### src/hdl/lstf_pkg.sv
package lstf_pkg;

  // Signed range of the result; quotients beyond it saturate.
  localparam int unsigned DataWidth = 32;

  localparam int unsigned RawW     = 32;
  localparam int unsigned OutW     = 32;
  localparam int unsigned ScaleW   = 16;
  localparam int unsigned FracW    = 5;
  localparam int unsigned StatusW  = 2;
  localparam int unsigned CfgIdxW  = 8;
  localparam int unsigned CfgDataW = 32;

  // Datapath widths. The product of a 33-bit difference and a 16-bit factor
  // has a magnitude of at most 2^47, and the fraction shift adds up to 31 bits.
  localparam int unsigned DiffW = RawW + 1;
  localparam int unsigned ProdW = DiffW + ScaleW;
  localparam int unsigned MagW  = ProdW - 1;
  localparam int unsigned NumW  = MagW + (1 << FracW) - 1;
  localparam int unsigned ThrW  = ScaleW + DataWidth;
  localparam int unsigned QuotW = DataWidth;

  // Long division: quotient bits resolved per divider stage.
  localparam int unsigned StepsPerStage = 4;
  localparam int unsigned DivStages     = QuotW / StepsPerStage;

  localparam logic [CfgIdxW-1:0] RegOffset   = CfgIdxW'(0);
  localparam logic [CfgIdxW-1:0] RegScaleNum = CfgIdxW'(1);
  localparam logic [CfgIdxW-1:0] RegScaleDen = CfgIdxW'(2);
  localparam logic [CfgIdxW-1:0] RegFracBits = CfgIdxW'(3);

  typedef enum logic [StatusW-1:0] {
    StatusOk      = StatusW'(0),
    StatusSat     = StatusW'(1),
    StatusDenZero = StatusW'(2)
  } status_e;

  typedef struct packed {
    logic [RawW-1:0]   offset;
    logic [ScaleW-1:0] num;
    logic [ScaleW-1:0] den_mag;
    logic              den_neg;
    logic              den_zero;
    logic [FracW-1:0]  frac;
  } cfg_t;

  typedef struct packed {
    logic              neg;
    logic              sat;
    logic              dz;
    logic [ScaleW-1:0] rem;
    logic [QuotW-1:0]  qn;
  } div_req_t;

endpackage

### src/hdl/lstf_cfg.sv
module lstf_cfg (
  input  logic                            clk_i,
  input  logic                            rst_ni,
  input  logic                            cfg_valid_i,
  output logic                            cfg_ready_o,
  input  logic [lstf_pkg::CfgIdxW-1:0]    cfg_index_i,
  input  logic [lstf_pkg::CfgDataW-1:0]   cfg_data_i,
  output lstf_pkg::cfg_t                  cfg_o
);

  lstf_pkg::cfg_t cfg_q, cfg_d;
  logic [lstf_pkg::ScaleW-1:0] den_val;

  assign cfg_ready_o = 1'b1;
  assign den_val     = cfg_data_i[lstf_pkg::ScaleW-1:0];

  // The divisor is kept as sign and magnitude so the datapath never negates it.
  always_comb begin
    cfg_d = cfg_q;
    if (cfg_valid_i) begin
      unique case (cfg_index_i)
        lstf_pkg::RegOffset: begin
          cfg_d.offset = cfg_data_i[lstf_pkg::RawW-1:0];
        end
        lstf_pkg::RegScaleNum: begin
          cfg_d.num = cfg_data_i[lstf_pkg::ScaleW-1:0];
        end
        lstf_pkg::RegScaleDen: begin
          cfg_d.den_neg  = den_val[lstf_pkg::ScaleW-1];
          cfg_d.den_mag  = den_val[lstf_pkg::ScaleW-1] ? -den_val : den_val;
          cfg_d.den_zero = (den_val == '0);
        end
        lstf_pkg::RegFracBits: begin
          cfg_d.frac = cfg_data_i[lstf_pkg::FracW-1:0];
        end
        default: ;
      endcase
    end
  end

  always_ff @(posedge clk_i or negedge rst_ni) begin
    if (!rst_ni) begin
      cfg_q.offset   <= '0;
      cfg_q.num      <= lstf_pkg::ScaleW'(1);
      cfg_q.den_mag  <= lstf_pkg::ScaleW'(1);
      cfg_q.den_neg  <= 1'b0;
      cfg_q.den_zero <= 1'b0;
      cfg_q.frac     <= '0;
    end else begin
      cfg_q <= cfg_d;
    end
  end

  assign cfg_o = cfg_q;

endmodule

### src/hdl/lstf_front.sv
module lstf_front (
  input  logic                         clk_i,
  input  logic                         rst_ni,
  input  lstf_pkg::cfg_t               cfg_i,
  input  logic                         in_valid_i,
  output logic                         in_ready_o,
  input  logic [lstf_pkg::RawW-1:0]    raw_i,
  output logic                         out_valid_o,
  input  logic                         out_ready_i,
  output lstf_pkg::div_req_t           out_o
);

  localparam int unsigned NStages = 5;

  logic [NStages-1:0] valid_q, valid_d, ready, vin, en;

  logic signed [lstf_pkg::RawW-1:0]   raw_s, off_s;
  logic signed [lstf_pkg::ScaleW-1:0] num_s;

  logic signed [lstf_pkg::DiffW-1:0] diff_d, diff_q;
  logic signed [lstf_pkg::ProdW-1:0] prod_d, prod_q;
  logic                              neg3_d, neg3_q, neg4_q;
  logic [lstf_pkg::MagW-1:0]         mag_d, mag_q;
  logic [lstf_pkg::NumW-1:0]         num_d, num_q;
  logic [lstf_pkg::ThrW-1:0]         thr_d, thr_q;
  lstf_pkg::div_req_t                req_d, req_q;

  // Each stage moves on when the stage after it is empty or moving.
  always_comb begin
    vin = {valid_q[NStages-2:0], in_valid_i};
    ready[NStages-1] = !valid_q[NStages-1] || out_ready_i;
    for (int k = NStages - 2; k >= 0; k--) begin
      ready[k] = !valid_q[k] || ready[k + 1];
    end
    for (int k = 0; k < NStages; k++) begin
      valid_d[k] = ready[k] ? vin[k] : valid_q[k];
    end
    en = ready & vin;
  end

  assign raw_s = raw_i;
  assign off_s = cfg_i.offset;
  assign num_s = cfg_i.num;

  // Stage 1: offset correction. Stage 2: scale multiply.
  assign diff_d = lstf_pkg::DiffW'(raw_s) - lstf_pkg::DiffW'(off_s);
  assign prod_d = lstf_pkg::ProdW'(diff_q) * lstf_pkg::ProdW'(num_s);

  // Stage 3: sign and magnitude of the quotient.
  assign neg3_d = prod_q[lstf_pkg::ProdW-1] ^ cfg_i.den_neg;
  assign mag_d  = lstf_pkg::MagW'(prod_q[lstf_pkg::ProdW-1] ? -prod_q : prod_q);

  // Stage 4: append the fraction bits and form the saturation threshold. The
  // quotient overflows exactly when the dividend reaches (limit + 1) * divisor.
  always_comb begin
    num_d = lstf_pkg::NumW'(mag_q) << cfg_i.frac;
    thr_d = (lstf_pkg::ThrW'(cfg_i.den_mag) << (lstf_pkg::DataWidth - 1))
          + (neg3_q ? lstf_pkg::ThrW'(cfg_i.den_mag) : '0);
  end

  // Stage 5: overflow compare and divider set-up. Without overflow the top
  // part of the dividend is already smaller than the divisor.
  always_comb begin
    req_d.neg = neg4_q;
    req_d.sat = (num_q >= lstf_pkg::NumW'(thr_q));
    req_d.dz  = cfg_i.den_zero;
    req_d.rem = num_q[lstf_pkg::QuotW +: lstf_pkg::ScaleW];
    req_d.qn  = num_q[lstf_pkg::QuotW-1:0];
  end

  always_ff @(posedge clk_i or negedge rst_ni) begin
    if (!rst_ni) begin
      valid_q <= '0;
    end else begin
      valid_q <= valid_d;
    end
  end

  always_ff @(posedge clk_i) begin
    if (en[0]) begin
      diff_q <= diff_d;
    end
    if (en[1]) begin
      prod_q <= prod_d;
    end
    if (en[2]) begin
      neg3_q <= neg3_d;
      mag_q  <= mag_d;
    end
    if (en[3]) begin
      neg4_q <= neg3_q;
      num_q  <= num_d;
      thr_q  <= thr_d;
    end
    if (en[4]) begin
      req_q <= req_d;
    end
  end

  assign in_ready_o  = ready[0];
  assign out_valid_o = valid_q[NStages-1];
  assign out_o       = req_q;

  a_front_hold: assert property (@(posedge clk_i) disable iff (!rst_ni)
    valid_q[NStages-1] && !out_ready_i |=> valid_q[NStages-1] && $stable(req_q))
    else $error("front end dropped or changed a stalled item");

endmodule

### src/hdl/lstf_div.sv
module lstf_div (
  input  logic                           clk_i,
  input  logic                           rst_ni,
  input  logic [lstf_pkg::ScaleW-1:0]    den_i,
  input  logic                           in_valid_i,
  output logic                           in_ready_o,
  input  lstf_pkg::div_req_t             in_i,
  output logic                           out_valid_o,
  input  logic                           out_ready_i,
  output lstf_pkg::div_req_t             out_o
);

  localparam int unsigned NStages = lstf_pkg::DivStages;

  logic [NStages-1:0] valid_q, valid_d, ready, vin, en;
  lstf_pkg::div_req_t stage_d [NStages];
  lstf_pkg::div_req_t stage_q [NStages];

  // Restoring long division. The dividend bits leave the top of qn while the
  // quotient bits enter at the bottom; the remainder stays below the divisor.
  function automatic lstf_pkg::div_req_t div_steps(lstf_pkg::div_req_t a,
                                                   logic [lstf_pkg::ScaleW-1:0] den);
    lstf_pkg::div_req_t r;
    logic [lstf_pkg::ScaleW:0] t;
    r = a;
    for (int s = 0; s < lstf_pkg::StepsPerStage; s++) begin
      t = {r.rem, r.qn[lstf_pkg::QuotW-1]};
      if (t >= {1'b0, den}) begin
        t    = t - {1'b0, den};
        r.qn = {r.qn[lstf_pkg::QuotW-2:0], 1'b1};
      end else begin
        r.qn = {r.qn[lstf_pkg::QuotW-2:0], 1'b0};
      end
      r.rem = t[lstf_pkg::ScaleW-1:0];
    end
    return r;
  endfunction

  always_comb begin
    vin = {valid_q[NStages-2:0], in_valid_i};
    ready[NStages-1] = !valid_q[NStages-1] || out_ready_i;
    for (int k = NStages - 2; k >= 0; k--) begin
      ready[k] = !valid_q[k] || ready[k + 1];
    end
    for (int k = 0; k < NStages; k++) begin
      valid_d[k] = ready[k] ? vin[k] : valid_q[k];
    end
    en = ready & vin;
  end

  always_comb begin
    stage_d[0] = div_steps(in_i, den_i);
    for (int k = 1; k < NStages; k++) begin
      stage_d[k] = div_steps(stage_q[k - 1], den_i);
    end
  end

  always_ff @(posedge clk_i or negedge rst_ni) begin
    if (!rst_ni) begin
      valid_q <= '0;
    end else begin
      valid_q <= valid_d;
    end
  end

  always_ff @(posedge clk_i) begin
    for (int k = 0; k < NStages; k++) begin
      if (en[k]) begin
        stage_q[k] <= stage_d[k];
      end
    end
  end

  assign in_ready_o  = ready[0];
  assign out_valid_o = valid_q[NStages-1];
  assign out_o       = stage_q[NStages-1];

  a_div_hold: assert property (@(posedge clk_i) disable iff (!rst_ni)
    valid_q[NStages-1] && !out_ready_i |=> valid_q[NStages-1] && $stable(out_o))
    else $error("divider dropped or changed a stalled item");

endmodule

### src/hdl/linear_scale_to_fixed_point.sv
// Scales each signed 32-bit raw sample to a signed fixed-point number:
// fixed_value = trunc((raw_value - offset) * scale_numerator * 2^frac_bits /
// scale_denominator), rounded toward zero and computed exactly. A quotient
// outside the signed 32-bit range is clamped to the nearest bound with status
// 1; a zero denominator gives a result of zero with status 2. The block takes
// one item per clock when the output is not stalled and passes it through
// five front-end stages (offset subtract, 33x16 multiply, magnitude, fraction
// shift, overflow compare), an eight-stage restoring divider that resolves
// four quotient bits per stage, and an output register that sets sign and
// status. The divider is the deepest part of the pipeline. Each stage holds
// its item when the next one is full, so a stalled output only blocks the
// input once the pipeline is full. The four registers are written through
// the configuration channel, which is always ready; they may only change
// while no item is in flight, because the stages read them directly.
module linear_scale_to_fixed_point (
  input  logic                              clk_i,
  input  logic                              rst_ni,

  input  logic                              s_axis_tvalid,
  output logic                              s_axis_tready,
  input  logic [lstf_pkg::RawW-1:0]         s_axis_tdata,   // raw_value

  output logic                              m_axis_tvalid,
  input  logic                              m_axis_tready,
  output logic [lstf_pkg::OutW-1:0]         m_axis_tdata,   // fixed_value
  output logic [lstf_pkg::StatusW-1:0]      m_axis_tuser,   // status

  input  logic                              cfg_valid_i,
  output logic                              cfg_ready_o,
  input  logic [lstf_pkg::CfgIdxW-1:0]      cfg_index_i,
  input  logic [lstf_pkg::CfgDataW-1:0]     cfg_data_i
);

  // Clamp values of the result, sign-extended to one bit above the quotient width.
  localparam logic signed [lstf_pkg::QuotW:0] PosRes =
    {2'b00, {(lstf_pkg::QuotW - 1){1'b1}}};
  localparam logic signed [lstf_pkg::QuotW:0] NegRes =
    {2'b11, {(lstf_pkg::QuotW - 1){1'b0}}};

  lstf_pkg::cfg_t     cfg;
  logic               front_valid, front_ready;
  lstf_pkg::div_req_t front_req;
  logic               div_valid, div_ready;
  lstf_pkg::div_req_t div_out;

  logic                              out_valid_q, out_valid_d;
  logic [lstf_pkg::OutW-1:0]         fixed_q, fixed_d;
  lstf_pkg::status_e                 status_q, status_d;
  logic signed [lstf_pkg::QuotW:0]   q_ext, res_s;

  lstf_cfg u_cfg (
    .clk_i       (clk_i),
    .rst_ni      (rst_ni),
    .cfg_valid_i (cfg_valid_i),
    .cfg_ready_o (cfg_ready_o),
    .cfg_index_i (cfg_index_i),
    .cfg_data_i  (cfg_data_i),
    .cfg_o       (cfg)
  );

  lstf_front u_front (
    .clk_i       (clk_i),
    .rst_ni      (rst_ni),
    .cfg_i       (cfg),
    .in_valid_i  (s_axis_tvalid),
    .in_ready_o  (s_axis_tready),
    .raw_i       (s_axis_tdata),
    .out_valid_o (front_valid),
    .out_ready_i (front_ready),
    .out_o       (front_req)
  );

  lstf_div u_div (
    .clk_i       (clk_i),
    .rst_ni      (rst_ni),
    .den_i       (cfg.den_mag),
    .in_valid_i  (front_valid),
    .in_ready_o  (front_ready),
    .in_i        (front_req),
    .out_valid_o (div_valid),
    .out_ready_i (div_ready),
    .out_o       (div_out)
  );

  // Output register: it frees up whenever its item is taken, so the divider
  // keeps moving while the consumer reads every cycle.
  assign div_ready = !out_valid_q || m_axis_tready;

  // A zero denominator wins over overflow; either replaces the negated quotient.
  always_comb begin
    out_valid_d = div_ready ? div_valid : out_valid_q;
    q_ext       = {1'b0, div_out.qn};
    status_d    = lstf_pkg::StatusOk;
    res_s       = div_out.neg ? -q_ext : q_ext;
    priority if (div_out.dz) begin
      status_d = lstf_pkg::StatusDenZero;
      res_s    = '0;
    end else if (div_out.sat) begin
      status_d = lstf_pkg::StatusSat;
      res_s    = div_out.neg ? NegRes : PosRes;
    end
    fixed_d = lstf_pkg::OutW'(res_s);
  end

  always_ff @(posedge clk_i or negedge rst_ni) begin
    if (!rst_ni) begin
      out_valid_q <= 1'b0;
    end else begin
      out_valid_q <= out_valid_d;
    end
  end

  always_ff @(posedge clk_i) begin
    if (div_ready && div_valid) begin
      fixed_q  <= fixed_d;
      status_q <= status_d;
    end
  end

  assign m_axis_tvalid = out_valid_q;
  assign m_axis_tdata  = fixed_q;
  assign m_axis_tuser  = status_q;

  a_dz_zero: assert property (@(posedge clk_i) disable iff (!rst_ni)
    m_axis_tvalid && (m_axis_tuser == lstf_pkg::StatusDenZero) |-> m_axis_tdata == '0)
    else $error("zero denominator gave a nonzero result");

  a_sat_bound: assert property (@(posedge clk_i) disable iff (!rst_ni)
    m_axis_tvalid && (m_axis_tuser == lstf_pkg::StatusSat) |->
      (m_axis_tdata == lstf_pkg::OutW'(PosRes)) || (m_axis_tdata == lstf_pkg::OutW'(NegRes)))
    else $error("saturated result is not a range bound");

endmodule

### config.mk
export PLATFORM = sky130hd
export DESIGN_NAME = linear_scale_to_fixed_point
export DESIGN_NICKNAME = d
export VERILOG_FILES = /design/src/hdl/lstf_pkg.sv /design/src/hdl/lstf_cfg.sv /design/src/hdl/lstf_front.sv /design/src/hdl/lstf_div.sv /design/src/hdl/linear_scale_to_fixed_point.sv
export SDC_FILE = /design/constraint.sdc
export NUM_CORES = 2
export LEC_CHECK = 0
export BUFFER_PORTS_ARGS = -buffer_cell sky130_fd_sc_hd__buf_4
export CAP_MARGIN = 20
export CORE_MARGIN = 1.5
export CORE_UTILIZATION = 35
export CTS_CLUSTER_DIAMETER = 40
export CTS_CLUSTER_SIZE = 28
export DETAILED_ROUTE_END_ITERATION = 12
export RECOVER_POWER = 50
export SLEW_MARGIN = 20
export SYNTH_ARGS = -nofsm -noshare
export SYNTH_HDL_FRONTEND = slang
export SYNTH_SLANG_ARGS = --single-unit
### constraint.sdc
create_clock -name clk_i -period 17.2 [get_ports clk_i]
set_input_delay 2.58 -clock clk_i [delete_from_list [all_inputs] [get_ports clk_i]]
set_output_delay 2.58 -clock clk_i [all_outputs]
set_load 0.1 [all_outputs]
After elaboration in Yosys (flattened, before gate mapping)
Memory sizes are Yosys's and may differ from the RTL's.
Index checks and enable logic that the tools add are counted.
Cells by class
  add/subtract/negate cells: 37
  multiply operators: 1
  $lt $le $gt $ge: 33
  equality and inequality tests: 3
  shifts and indexed selects: 1
  muxes and demuxes: 87
  bitwise logic cells: 3
  reduce and logical (&&, ||, !) cells: 35
Operators with widths (count)
  17-bit by 16-bit greater-or-equal comparator with 1-bit output: 32
  16-bit 2-to-1 mux: 34
  16-bit subtractor: 32
  32-bit 2-to-1 mux: 3
  79-bit by 48-bit greater-or-equal comparator with 1-bit output: 1
  48-bit by 5-bit left shift with 79-bit output: 1
  33-bit by 16-bit multiplier with 49-bit output: 1
  1-bit 2-to-1 mux: 49
  47-bit by 48-bit adder with 48-bit output: 1
  48-bit 2-to-1 mux: 1
  48-bit negation: 1
  32-bit by 32-bit subtractor with 33-bit output: 1
  32-bit negation: 1
  8-bit by 2-bit equality test with 1-bit output (second input constant): 2
  16-bit zero test: 1
  16-bit negation: 1
  1-bit zero test: 14
  1-bit logical OR: 14
  8-bit bitwise AND: 1
  8-bit by 1-bit equality test with 1-bit output (second input constant): 1
  8-bit zero test: 1
  2-bit AND reduction: 4
  5-bit bitwise AND: 1
  1-bit logical AND: 1
  1-bit XOR: 1
Storage, ports and cells
  bits in registers: 429
  bits in writable memories: 408
  input bits: 77
  logic and storage cells: 235
  memories kept: 1
Memories
  u_div.stage_q: depth 8, width 51, read ports 8, clocked after Yosys merged registers in 0, write ports 8, RTL line lstf_div.sv:17  | lstf_pkg::div_req_t stage_q [NStages];

Logic depth before layout (Yosys ltp)
  word-level depth: 16
  gate-level depth with buffers: 53
  mapped depth without buffers: 48

Cells and area by module
A second synthesis with hierarchy kept.
Second synthesis, totals
  cell total of the unflattened synthesis: 8129
  area, all modules: 80303.3 µm²
Modules (own cells, without submodules)
  lstf_div: instances 1, cells an instance 4325, area an instance 41219.5 µm²
  lstf_front: instances 1, cells an instance 3348, area an instance 33708.6 µm²
  lstf_cfg: instances 1, cells an instance 228, area an instance 3067.9 µm²
  linear_scale_to_fixed_point: instances 1, cells an instance 228, area an instance 2307.2 µm²

Least setup slack after synthesis
No wires, ideal clock.
  path kind: reg2reg
  start point: reg u_cfg.cfg_q (netlist bit u_cfg.cfg_o[8])
  end point: mem u_div.stage_q[1][143] in the netlist's numbering (data pin)
  arrival time: 12.595 ns
  required time: 16.927 ns
  slack: 4.332 ns
  cell stages (with the launch flop): 50
  clock period less this slack: 12.868 ns
  path through: dfrtp_1 inv_1 ha_1 nor2b_1 o31a_1 o211ai_1 a22o_1 a41oi_1 nor2_1 inv_1 o21ai_0 inv_1 ha_1 nor2b_1 o211ai_1 nand3_1 a221oi_1 o31ai_1 [14 not listed] a311oi_2 inv_2 buf_2 buf_1 a21oi_1 ha_1 nor2b_1 o21a_1 o21ai_0 a31oi_1 o41ai_1 o31a_1 a21oi_1 a211oi_1 mux2i_1 buf_2 nand2_1 o221ai_1
RTL lines
  start: declaration: RTL line lstf_cfg.sv:11  | lstf_pkg::cfg_t cfg_q, cfg_d;
  start signal: assignment: RTL line lstf_cfg.sv:50  | cfg_q <= cfg_d;
  end: declaration: RTL line lstf_div.sv:17

==> summary.md <==
| Metric | Value |
|---|---|
| Status | `finished, violations left` |
| Violations in the final reports | `capacitance limit, slew limit` |
| Buffering stage count on the worst path with inverters included | `6` |
| Number of instances in the placed design | `about 11,000` |
| Drt wl/cell | `19.95 um` |
| Die X-Extent | `between 400 and 500 um` |
| Global-route wire length before repair | `around 350 mm` |
| Cell depth of the worst min-delay path | `0` |
| Fraction of final layout cells sized beyond drive strength 1 | `0.09925` |
| Period Utilization, post-route | `0.8657` |
| Unrepaired setup endpoints after global routing | `no` |
| Worst-Skew Late Latency | `about 800 ps` |
| Count of H-tree levels built during CTS | `4` |
| Hold path startpoint | `u_div.stage_q[0][25]` |
| Synth-to-layout area growth | `12.38%` |
| Combined area of all synthesized cells | `78,480 um^2` |
| Half-perimeter wire length of the detailed placement result | `about 170 mm` |
| Clock Skew | `79.77 ps` |
| Worst R2R Setup Slack | `2310 ps` |
| Worst flop-to-flop path endpoint | `u_div.stage_q[1][137]` |
| Routed via count divided by cell count | `approximately 5.3` |
| Die span in y | `around 480 um` |
| # rows | `between 150 and 200` |
| Total clock sinks | `805` |
| GRT Total Usage | `0.1942` |
| Final setup viols | `0` |
| Buffer levels on the longest clock path | `3` |
| Pins over their slew limit | `516` |
| Critical path required time | `17,730 ps` |
| Maximum clock frequency | `around 0.067 GHz` |
| Root cell of the clock tree | `clkbuf_16` |
| Count of different cell masters after synthesis | `between 100 and 150` |
| Slowest stage delay, CP | `around 900 ps` |
| Setup_tns | `0 ps` |
| Post-layout nets | `between 9,000 and 10,000` |
| Synth warn | `0` |
| DRC violations left | `0` |
| Peak fanout along the critical path | `23` |
| Top cells by instance count after synthesis | `868 x nand2_1, 848 x inv_1, 720 x edfxtp_1` |
| Clock edge transition at the registers on the reported setup and hold paths | `approximately 50 ps` |
| Cell family with most CP delay | `compound AO/OA/AOI/OAI gates` |
| Top Ports | `about 110` |
| Slew of the pin with the lowest slew margin | `between 3000 and 4000 ps` |
| Overflow left after global routing | `0` |
| Count of input and output buffers | `around 110` |
| Core Area | `roughly 220,000 um^2` |
| Sequential cell area | `roughly 24,000 um^2` |
| Reg-to-Reg Start | `u_cfg.cfg_o[7]` |
| Vias in the first global route | `roughly 61,000` |
| Setup Buffers After CTS | `0` |
| CP arrival | `about 15,000 ps` |
| Proportion of register bits with asynchronous set or reset after synthesis | `0.1056` |
| Minimum period implied by the final worst setup slack | `between 10,000 and 15,000 ps` |
| Number of gates resized after cts | `0` |
| FF-to-FF path depth | `45` |
| Routability congestion estimate from global placement | `0.9059` |
| Synth Net Count | `about 9,300` |
| Worst setup path category | `register to register` |
| Final routed wirelength across all metal layers | `roughly 220 mm` |
| Max-slew headroom | `-1.266` |
| Number of CTS-inserted buffers | `146` |
| Final number of hold-violating endpoints | `0` |
| Count of flip-flops with a built-in enable after synthesis | `720` |
| Most frequently used cell type in the post-synthesis netlist | `nand2_1` |
| Initial Utilization | `0.3527` |
| Max cap viols | `12` |
| Share of synthesized area occupied by flip-flops and latches | `0.3026` |
| Ys flop type | `edfxtp_1` |
| Initial antenna violation count | `19` |
| First-pass iteration count of the detailed router | `6` |
| Antenna-violating nets left | `0` |
| Largest net degree at the start of global routing | `slightly below 80` |
| Final Instance Count excl. Fillers | `~11,000` |
| Leading area contributor after synthesis | `edfxtp_1` |
| Fillers | `about 22,000` |
| Critical Path Start Type | `register` |
| Vias | `approximately 60,000` |
| Number of synthesized register bits | `~810` |
| Cells taking the most area after synthesis | `edfxtp_1 28%, fa_1 14%, ha_1 11%` |
| Initial detailed-routing violation count | `about 4,200` |
| Crit path capture type | `register` |
| Critical Path Most Common Cell | `ha_1` |
| Syn_area_per_cell | `a little under 10 um^2` |
| Synthesized instance count | `8,025` |
| Total Die Area | `about 230,000 um^2` |
| Portion of synthesized cell area occupied by the leading cell type | `0.2755` |
| Hold-critical path endpoint | `u_div.stage_q[0][80]` |
| CTS tree | `yes` |
| Hold bufs inserted after CTS | `0` |
| Area of the multi-input gates | `between 50,000 and 60,000 um^2` |
| Library cell contributing the largest single delay on the critical path | `clkbuf_1` |
| Worst min-delay path category | `register to register` |
==> kinds of logic (layout without fill, tap and decap cells) <==
| group | Yosys count | count (layout) | synth area share |
|---|---|---|---|
| simple gates | 2279 | 2279 | 0.1398 |
| compound gates | 1649 | 1649 | 0.1352 |
| fa+ha+maj | 1227 | 1227 | 0.2465 |
| buf+inv | 1093 | 1330 | 0.05288 |
| flops | 805 | 805 | 0.3026 |
| xor+xnor | 499 | 499 | 0.05569 |
| mux | 472 | 472 | 0.06720 |
| other cells | 1 | 7 | 0.00004778 |
==> through the flow <==
step	util	area [um^2]	setup WS (ps)	hold WS [ps]
CTS	0.3965	88230	3119	388.4
detailed placement	0.3724	82870	3111	404.5
global placement	0.3724	82870	2796	400.5
global route	0.3963	88190	1040	385.7
finish	0.3964	88200	2310	391.6
floorplan	-	78480	4332	400.3
==> worst reg2reg max path: cells and delay by family, from the launching register on <==
kind	cells	cell delay (ps)
AOI/OAI and AO/OA	24	7110
and+or+nand+nor	9	2730
buffers and inverters	6	2180
adders and majority gates	4	1160
muxes	2	920
DFF	1	510
==> metal layers <==
layer	wire, um	GRT usage	vias to the layer above
li1	-	-	28500
met1	97380	0.2473	29408
met2	108200	0.3343	1583
met3	9992	0.02472	430
met4	8706	0.07395	0
met5	0	0	-
==> worst max-delay path by stage <==
stage	start	end	slack, ps	depth (start not counted)
global route	u_cfg.cfg_o[7]	u_div.stage_q[1][135]	1040	45
detailed placement	u_cfg.cfg_o[11]	u_div.stage_q[1][137]	3110	44
floorplan	u_cfg.cfg_o[8]	u_div.stage_q[1][143]	4330	49
global placement	u_cfg.cfg_o[7]	u_div.stage_q[1][137]	2800	45
CTS	u_cfg.cfg_o[11]	u_div.stage_q[1][137]	3120	44
finish	u_cfg.cfg_o[7]	u_div.stage_q[1][137]	2310	45
==> state kept, by name (all words and copies together), names as in the netlist <==
| signal | flops |
|---|---|
| m_axis_tdata | 32 |
| u_front.valid_q | 5 |
| u_front.diff_q | 33 |
| u_front.mag_q | 48 |
| u_front.num_q | 79 |
| u_front.neg4_q | 1 |
| u_front.out_o | 51 |
| u_front.thr_q | 32 |
| u_div.stage_q | 392 |
| u_front.neg3_q | 1 |
| u_div.valid_q | 8 |
| m_axis_tuser | 2 |
| u_front.prod_q | 49 |
| m_axis_tvalid | 1 |
| u_cfg.cfg_o | 71 |
==> layout make-up <==
| class | count | share of cell area |
|---|---|---|
| Clock inverter | 104 | 0.01768 |
| Inverter | 860 | 0.03660 |
| Antenna cell | 6 | 0.0001702 |
| Multi-Input combinational cell | 6127 | 0.5744 |
| Timing Repair Buffer | 198 | 0.01658 |
| Sequential cell | 805 | 0.2693 |
| Tap cell | 2975 | 0.04220 |
| Clock buffer | 168 | 0.04306 |
==> cell usage in the layout (no fill, tap or decap), drive strengths merged, types with 22 or more instances in the layout <==
cell / count
or2: 23
o21ai: 420
nor4: 45
a31oi: 42
clkbuf: 183
nor2b: 94
a21oi: 447
nand2b: 119
nor2: 404
xor2: 153
or3: 52
nand2: 868
and2: 222
fa: 532
edfxtp: 720
and3: 29
bufinv: 22
a211oi: 63
o31a: 25
dfrtp: 83
inv: 884
o21bai: 57
a21boi: 24
buf: 183
mux2i: 177
o31ai: 54
mux2: 282
o41ai: 29
clkinv: 37
nor3: 124
o21a: 106
nor3b: 23
nand4: 102
o22ai: 25
nand3: 108
o211ai: 35
xnor2: 346
a21o: 164
ha: 695
Power is left out: the tool's default activity adds up to more than one toggle a clock period on the data nets, which glitch-free logic cannot reach.
